$ cat config.mk
export PLATFORM = sky130hd
export DESIGN_NAME = sts_queue
export DESIGN_NICKNAME = d
export VERILOG_FILES = /design/src/hdl/sts_pkg.sv /design/src/hdl/sts_queue.sv
export SDC_FILE = /design/constraint.sdc
export NUM_CORES = 1
export LEC_CHECK = 0
export BUFFER_PORTS_ARGS = -buffer_cell sky130_fd_sc_hd__buf_2
export CORE_UTILIZATION = 57
export CTS_BUF_LIST = sky130_fd_sc_hd__clkbuf_8 sky130_fd_sc_hd__clkbuf_16
export CTS_CLUSTER_SIZE = 20
export DETAILED_ROUTE_END_ITERATION = 7
export PLACE_DENSITY = 0.88
export REMOVE_ABC_BUFFERS = 1
export SKIP_LAST_GASP = 1
export SLEW_MARGIN = 15
export SYNTH_ARGS = -nofsm -noshare
export SYNTH_HDL_FRONTEND = slang
export SYNTH_SLANG_ARGS = --single-unit
$ cat constraint.sdc
create_clock -name clk -period 3.2 [get_ports clk]
set_input_delay 0 -clock clk [delete_from_list [all_inputs] [get_ports clk]]
set_output_delay 0 -clock clk [all_outputs]
set_load 0.01 [all_outputs]
$ cat src/hdl/sts_pkg.sv
// Shared widths, codes and types for the sparse transpose scatter block.
// No dependencies; imported by every other file of the block but assert_macros.svh.
`default_nettype none

package sts_pkg;

  localparam int COL_W  = 12;
  localparam int ROW_W  = 16;
  localparam int DATA_W = 32;
  localparam int ADDR_W = 20;
  localparam int CUR_W  = ADDR_W + 1;

  // Element capacity; a cursor equal to it marks a full column.
  localparam logic [DATA_W-1:0] MAX_ELEMENTS = DATA_W'(1) << ADDR_W;
  localparam int NUM_COLUMNS = 1 << COL_W;

  localparam int QUEUE_DEPTH = 4;
  localparam int QPTR_W      = $clog2(QUEUE_DEPTH);

  localparam logic CMD_LOAD    = 1'b0;
  localparam logic CMD_SCATTER = 1'b1;

  // One classified operation between front and back.
  typedef struct packed {
    logic              is_load;
    logic [COL_W-1:0]  col;
    logic [ROW_W-1:0]  row;
    logic [DATA_W-1:0] value;
    logic [CUR_W-1:0]  load_cur;
  } op_t;

  // Queue occupancy seen by its producer and consumer.
  typedef struct packed {
    logic full;
    logic empty;
  } q_stat_t;

endpackage

`default_nettype wire

$ cat src/hdl/sts_queue.sv
// Short FIFO of classified operations between front and back.
// Depends on sts_pkg.
`default_nettype none

module sts_queue import sts_pkg::*; (
  input  logic    clk,
  input  logic    rst_n,
  input  logic    push,
  input  op_t     push_op,
  input  logic    pop,
  output op_t     pop_op,
  output q_stat_t q_stat
);

  op_t               slots_r [QUEUE_DEPTH];
  logic [QPTR_W-1:0] wr_ptr_r, rd_ptr_r;
  logic [QPTR_W:0]   count_r, count_nxt;

  assign q_stat.full  = (count_r == (QPTR_W+1)'(QUEUE_DEPTH));
  assign q_stat.empty = (count_r == '0);
  assign pop_op       = slots_r[rd_ptr_r];

  always_comb begin
    count_nxt = count_r;
    case ({push, pop})
      2'b10:   count_nxt = count_r + (QPTR_W+1)'(1);
      2'b01:   count_nxt = count_r - (QPTR_W+1)'(1);
      default: count_nxt = count_r;
    endcase
  end

  always_ff @(posedge clk) begin
    if (!rst_n) begin
      wr_ptr_r <= '0;
      rd_ptr_r <= '0;
      count_r  <= '0;
    end else begin
      if (push) wr_ptr_r <= wr_ptr_r + QPTR_W'(1);
      if (pop)  rd_ptr_r <= rd_ptr_r + QPTR_W'(1);
      count_r <= count_nxt;
    end
  end

  always_ff @(posedge clk) begin
    if (push) slots_r[wr_ptr_r] <= push_op;
  end

endmodule

`default_nettype wire

# Word level (Yosys, flattened, before mapping)
# Memory sizes are Yosys's and may differ from the RTL's. A register that Yosys moved wholly into a read port is not among the register bits.
# Index checks and enable logic that the tools add are counted.
# word_totals
register_bits	7
ram_bits	328
inputBits	86
output_inout_bits	84
elab_cells	18
mem_count	1
# memory_table
memory	words	word_bits	read_ports	rd_ports_with_merged_regs	wr	line	source
slots_r	4	82	1	1	1	sts_queue.sv:15	op_t slots_r [QUEUE_DEPTH];
# classes
n_addsub	4
eq_ne	3
mux	5
reduce_logical	2
# ops
cell	n
$pmux W3 S2	1
$add A2 B1 Y2 const B	2
$mux W2	2
$add A3 B1 Y3 const B	1
$eq A3 B3 Y1 const B	1
$logic_not A3 Y1	1
$sub A3 B1 Y3 const B	1
$eq A2 B1 Y1 const B	1
$eq A2 B2 Y1 const B	1
$mux W1	2
$reduce_bool A2 Y1	1

# Depth between registers and ports, before layout
# Gate-level depths: netlist of the first run.
# logic_depth
ltp_word	3
ltp_mapped	7
ltp_nobuf	7

# Worst setup path before layout of the first run
# Ideal clock, no wire load.
# synth_timing
path_type	reg2reg
startpoint	register wr_ptr_r[0]
endpoint	memory slots_r[0][0] (netlist bit) (enable)
setup_ps	449
arrival_ps	2449
t_required_ps	2751
path_slack_ps	302
path_stages_with_launch	4
n_path_buf	0
period_less_slack_ps	2898
path_cell_list	dfxtp_1 > inv_1 > ha_1 > and2_1
# synth_lines
element	line	source
start: declaration	sts_queue.sv:16	logic [QPTR_W-1:0] wr_ptr_r, rd_ptr_r;
start signal: assignment	sts_queue.sv:38	if (push) wr_ptr_r <= wr_ptr_r + QPTR_W'(1);
end: declaration	sts_queue.sv:15	
# No word-level cell before the write port.

==> results of run 1 <==
final cells by class:
cell class              count  area (um2)  area share (%)
flip-flops and latches    337       10000            64.5
multi-input cells         113        2110            13.6
repair buffers            263        1850            11.9
clock buffers              37         926            5.95
well taps                 275         344            2.21
clock inverters            25         264            1.70
inverters                   6        22.5           0.145
worst max-delay path by stage:
stage                endpoint  cells after the start   startpoint  slack [ns]
2_1_floorplan      pop_op[76]                      1    flip-flop       -1.04
3_3_place_gp   slots_r[0][76]                      4  wr_ptr_r[0]        1.38
3_5_place_dp   slots_r[0][75]                      4  wr_ptr_r[0]        1.30
4_1_cts            pop_op[63]                      2    flip-flop        0.83
5_1_grt            pop_op[63]                      3    flip-flop        0.77
6_report           pop_op[63]                      3    flip-flop        0.94
flip-flops by register name, summed over array words and instances (netlist names), named ones only:
register,cells
slots_r,328
rd_ptr_r,2
wr_ptr_r,2
count_r,3
cells in the final DEF, fill, tap and decap left out, drive strengths merged, types with 2 or more instances in the layout:
cell type	n
inv	11
bufinv	6
nand2	2
clkinv	13
dlygate4sd3	86
clkbuf	37
ha	5
dfxtp	9
mux4	82
edfxtp	328
xnor2	2
buf	177
o21ai	2
xor2	3
and2	10
power by group through the flow:
stage	Sequential, uW	Combinational, uW	Clock, uW
final	5150	986	4120
after global routing	5170	1060	4360
after CTS	5170	976	4190
after detailed placement	5260	885	0
after global placement	5240	851	0
after floorplan	5270	491	0
metal layers:
metal,global-route usage [%],routed length [um]
met5,0,0
met3,4.46,1480
met1,29.6,9600
met2,35.1,11500
met4,5.41,302
what timing repair did:
action                                 CTS  global route
buffers inserted                         0             0
hold buffers                            86             0
endpoints found under the hold margin  337             0
cells by family after synthesis:
| family | Yosys count | synth area share, % |
|---|---|---|
| buffers and inverters | 24 | 1.92 |
| AND/OR/NAND/NOR | 16 | 0.759 |
| multiplexers | 83 | 15.0 |
| adder cells (fa/ha/maj) | 6 | 0.668 |
| AO/OA/AOI/OAI | 3 | 0.142 |
| flip-flops | 337 | 81.1 |
| XOR/XNOR | 5 | 0.354 |
per-stage QoR:
step / hold slack [ns] / worst slack, ns / instances / setup TNS (ns) / utilization [%]
3_5_place_dp: 0.221 / 1.30 / 907 / 0 / 63.7
4_1_cts: 0.232 / 0.828 / 1055 / 0 / 73.4
5_1_grt: 0.243 / 0.770 / 1056 / 0 / 73.5
2_1_floorplan: 0.0989 / -1.04 / 456 / -75.80 / -
3_3_place_gp: 0.210 / 1.38 / 907 / 0 / 63.7
6_report: 0.257 / 0.938 / 1056 / 0 / 73.5
==> results.json, run 1 <==
{
  "critPathCaptureType": "primary output",
  "r2r_end": "slots_r[0][0]",
  "r2r-start": "wr_ptr_r[0]",
  "grt_pass1_wl_um": 35000,
  "area_growth_pct": 25.8,
  "swShare_pct": 20.7,
  "cts_resized": 0,
  "grt_setup_unrepaired": "false",
  "fmax_mhz": 442,
  "cts.clk_slew.worst_paths_ns": 0.06,
  "synth_area_um2": 12400,
  "power.total_uw": 10200,
  "yosysMostFrequentCell": "edfxtp_1",
  "p_comb_share_pct": 9.6,
  "critPathBufInv": 2,
  "vias": 5829,
  "track_usage_pct": 21.4,
  "clock_power_share_pct": 40.2,
  "synthDistinctLibCells": 22,
  "ys_warn_count": 0,
  "crit_fanout": 18,
  "firstDrtPassIters": 4,
  "cpMaxStageDelayCell": "mux4_2",
  "cts_tree": "yes",
  "core_area_um2": 21200,
  "grt_max_degree": 83,
  "avgViaCountPerCell": 5.52,
  "fin_area_um2": 15600,
  "synth_top_area_share_pct": 79.7,
  "fin_crit_sh_pct": 70.7,
  "hold_violations": 0,
  "min_period_ns": 2.26,
  "synth-async-reset-ratio_pct": 0,
  "n_antenna_cell": 0,
  "r2r_cells": 4,
  "numCtsBuffers": 35,
  "critPathTopFamily": "multiplexers",
  "power_density_nw_per_um2": 659,
  "p_leak_uw": 0.00536,
  "outcome": "finished, final reports clean",
  "antenna_found_initial": 0,
  "gp_congestion": 0.757,
  "clock-sinks": 337,
  "ys_seq_elements": 337,
  "path_class": "flip-flop to primary output",
  "p_switching_uw": 2120,
  "fin_skew_ns": 0.00744,
  "io_buffers": 169,
  "finalWirelength_um": 22900,
  "timing.final.max_slew_violations": 0,
  "synthTopCellsByArea": "edfxtp_1 (80%), mux4_2 (15%), dfxtp_1 (1.5%)",
  "grt_overflow": 0,
  "cp.required_ns": 3.20,
  "drive_above_1_share_pct": 39.9,
  "drcViolationCount": 0,
  "initial_utilization_pct": 58.5,
  "ir_worst_vdd_mv": 0.467,
  "r2r_slack_ns": 1.37,
  "drv_cap": 0,
  "dieHeight_um": 149,
  "cp-start-kind": "flip-flop",
  "yosys-top-cells-count": "edfxtp_1 (328), mux4_2 (81), and2_1 (10), dfxtp_1 (9)",
  "crit_chain": "buf_4 > mux4_2 > buf_2",
  "syn_inst": 474,
  "min_path_type": "primary input to flip-flop",
  "die_area_um2": 22300,
  "clk_latency_ns": 0.50,
  "hold_depth": 2,
  "ios": 170,
  "crit_arrival_ns": 2.26,
  "nFillCells": 1179,
  "die_x_um": 149,
  "final-setup-viol-count": 0,
  "hold_path_end": "slots_r[1][5]",
  "worst_pin_slew_ns": 0.610,
  "synth_edf_count": 328,
  "ctsRootBufferMaster": "clkbuf_16",
  "yosysSeqAreaShare_pct": 81.1,
  "cts_htree_levels": 2,
  "syn-mean-instance-area_um2": 26.1,
  "seqPwrFrac_pct": 50.2,
  "cts_buffer_depth": 3,
  "slew_headroom_pct": 59.3,
  "ys.flop_type": "edfxtp_1",
  "p_int_uw": 8130,
  "first_iter_violations": 314,
  "grt_pass1_vias": 6246,
  "synth_top_area_cell": "edfxtp_1",
  "rows": 53,
  "max_stage_delay_ns": 0.61,
  "final_nets": 848,
  "dpl.hpwl_um": 12700,
  "hp-start": "push_op[5]",
  "postPlaceCellArea_um2": 13500,
  "ant_nets": 0,
  "routedWlPerCell_um": 21.6
}
Note: power is estimated with default switching activity, not from simulation.
==> run 2: changes to the inputs <==
--- a/config.mk
+++ b/config.mk
@@ -5,6 +5,7 @@
 export SDC_FILE = /design/constraint.sdc
 export NUM_CORES = 1
 export LEC_CHECK = 0
+export ABC_AREA = 1
 export BUFFER_PORTS_ARGS = -buffer_cell sky130_fd_sc_hd__buf_2
 export CORE_UTILIZATION = 57
 export CTS_BUF_LIST = sky130_fd_sc_hd__clkbuf_8 sky130_fd_sc_hd__clkbuf_16
==> constraint.sdc (replaced) <==
create_clock -name clk -period 2.3 [get_ports clk]
set_input_delay 0 -clock clk [delete_from_list [all_inputs] [get_ports clk]]
set_output_delay 0 -clock clk [all_outputs]
set_load 0.01 [all_outputs]
==> results.json, run 2 <==
{
  "grt_max_degree": 165,
  "grt_use_met3_pct": 5.39,
  "gp_congestion": 0.730,
  "crit_fanout": 164,
  "path_class": "flip-flop to primary output",
  "antenna_found_initial": 2,
  "firstDrtPassIters": 5,
  "yosys-top-cells-count": "edfxtp_1 (328), nor2_1 (165), o21ai_0 (90), o22ai_1 (80), o21ai_1 (62)",
  "ys_seq_elements": 337,
  "ys.flop_type": "edfxtp_1",
  "fin_skew_ns": 0.0215,
  "cts_htree_levels": 2,
  "yosysMostFrequentCell": "edfxtp_1",
  "core_area_um2": 21800,
  "grtUsageMet2_pct": 42.3,
  "min_path_type": "primary input to flip-flop",
  "fin_setup_tns_ns": 0,
  "synth_edf_count": 328,
  "worst-path-stages": 4,
  "grt.met1_usage_pct": 31.9,
  "ctsRootBufferMaster": "clkbuf_16",
  "track_usage_pct": 24.8,
  "synth-async-reset-ratio_pct": 0,
  "drv_cap": 0,
  "crit_arrival_ns": 2.16,
  "cts_tree": "yes",
  "dieHeight_um": 151,
  "largest_reg_flops": 328,
  "grt_setup_unrepaired": "false",
  "grt_pass1_wl_um": 42500,
  "worst_pin_slew_ns": 0.668,
  "dpl.hpwl_um": 15100,
  "max_stage_delay_ns": 0.50,
  "yosysSeqAreaShare_pct": 79.0,
  "ant_nets": 0,
  "hp-start": "push_op[71]",
  "hold_violations": 0,
  "clk_latency_ns": 0.52,
  "fmax_mhz": 464,
  "slew_headroom_pct": 55.4,
  "final_nets": 1196,
  "initial_utilization_pct": 58.2,
  "cp-start-kind": "flip-flop",
  "instances_no_fill": 1408,
  "regMostFlops": "slots_r",
  "finalWirelength_um": 28800,
  "routedWlPerCell_um": 20.5,
  "ys_warn_count": 0,
  "synthDistinctLibCells": 24,
  "reg_top3": "slots_r (328), count_r (3)",
  "mostFrequentLayoutCells": "edfxtp_1 (328), buf_2 (169), nor2_1 (165), o21ai_0 (90), dlygate4sd3_1 (85)",
  "cp.required_ns": 2.30,
  "rows": 54,
  "area_growth_pct": 23.8,
  "min_period_ns": 2.16,
  "first_iter_violations": 666,
  "power.total_uw": 13700,
  "syn-mean-instance-area_um2": 14.9,
  "die_x_um": 151,
  "vias": 8170,
  "synthTopCellsByArea": "edfxtp_1 (78%), nor2_1 (4.9%), o22ai_1 (3.9%)",
  "power_density_nw_per_um2": 869,
  "placed_cells": 1263,
  "final_common_cell": "edfxtp_1",
  "final_core_util_pct": 72.0,
  "timing.final.max_slew_violations": 0,
  "drcViolationCount": 0,
  "io_buffers": 169,
  "critPathCaptureType": "primary output",
  "hold_depth": 2,
  "syn_inst": 850,
  "numCtsBuffers": 34,
  "ir_worst_vdd_mv": 0.516,
  "cts.clk_slew.worst_paths_ns": 0.07,
  "grt_overflow": 0,
  "drive_above_1_share_pct": 23.3,
  "fin_crit_sh_pct": 93.8,
  "final-setup-viol-count": 0,
  "gr-max-usage-layer": "met2",
  "critPathBufInv": 2,
  "p_leak_uw": 0.00560,
  "r2r-start": "wr_ptr_r[0]",
  "cpMaxStageDelayCell": "buf_12",
  "grt_pass1_vias": 8076,
  "avgViaCountPerCell": 5.80,
  "critPathTopFamily": "buffers and inverters",
  "crit_chain": "buf_12 > o21ai_0 > o22ai_1 > buf_2",
  "cts_buffer_depth": 3,
  "die_area_um2": 22900,
  "synth_top_area_cell": "edfxtp_1",
  "r2r_cells": 5,
  "outcome": "finished, final reports clean",
  "synth_area_um2": 12700,
  "ios": 170,
  "synth_top_area_share_pct": 77.6,
  "clock-sinks": 337
}
==> run 2: cell count changes in the layout (fill, tap and decap cells not counted), moves of 5 or more <==
| cell | before | now |
|---|---|---|
| nand2_1 | 2 | 9 |
| buf_12 | 5 | 12 |
| nor2_1 | 0 | 165 |
| o21ai_0 | 2 | 90 |
| a21oi_1 | 0 | 5 |
| o22ai_1 | 0 | 80 |
| and2_1 | 6 | 0 |
| o21ai_1 | 0 | 62 |
| o21ai_2 | 0 | 18 |
| mux4_2 | 81 | 0 |
==> run 2: kinds of logic (layout without fill, tap and decap cells) <==
group	count (synthesis)	in the layout	share of synthesized area [%]
DFF	337	337	79.0
AOI/OAI and AO/OA	257	257	11.6
buffers and inverters	70	346	3.37
and+or+nand+nor	180	180	5.41
other	0	2	0
adders and majority gates	6	6	0.650
==> run 2: path summary, 6_finish.rpt <==
check	to	slack [ns]
min reg2reg	flip-flop	0.48
max	pop_op[6]	0.14
max reg2reg	slots_r[2][34]	0.60
min	slots_r[2][71]	0.24
==> run 2: power breakdown <==
part / internal (uW) / leakage [uW] / switching [uW]
logic: 525 / 0.00199 / 878
registers: 7010 / 0.00309 / 73.0
clock network: 2980 / 0.000522 / 2200
total: 10500 / 0.00560 / 3150
==> run 2: area by class of cell <==
class | count | area [um2]
Antenna cell | 2 | 5.00
Clock buffer | 35 | 876
Clock inverter | 23 | 159
Fill cell | 1328 | 6100
Inverter | 17 | 80.1
Multi-Input combinational cell | 443 | 2240
Sequential cell | 337 | 10000
Tap cell | 280 | 350
Timing Repair Buffer | 271 | 1980
==> run 2: repair_timing <==
| item | 4_1_cts | 5_1_grt |
|---|---|---|
| setup buffers | 0 | 0 |
| endpoints found under the hold margin | 337 | 0 |
| hold buffers | 85 | 0 |
| endpoints found under the setup margin | 0 | 16 |
| resized for setup | 0 | 1 |
==> run 2: per-stage QoR <==
stage | setup slack (ns) | cell area [um2] | hold slack [ns]
4_1_cts | 0.0640 | 15700 | 0.228
3_3_place_gp | 0.643 | 13800 | 0.211
3_5_place_dp | 0.609 | 13800 | 0.216
6_report | 0.144 | 15700 | 0.241
5_1_grt | 0.0326 | 15700 | 0.234
2_1_floorplan | -2.29 | 12300 | 0.0989
==> run 2: routing by layer <==
metal | part of all wire, % | vias to the layer above
li1 | - | 3709
met1 | 38 | 4004
met2 | 51 | 405
met3 | 8.3 | 52
met4 | 2.4 | 0
met5 | 0 | -
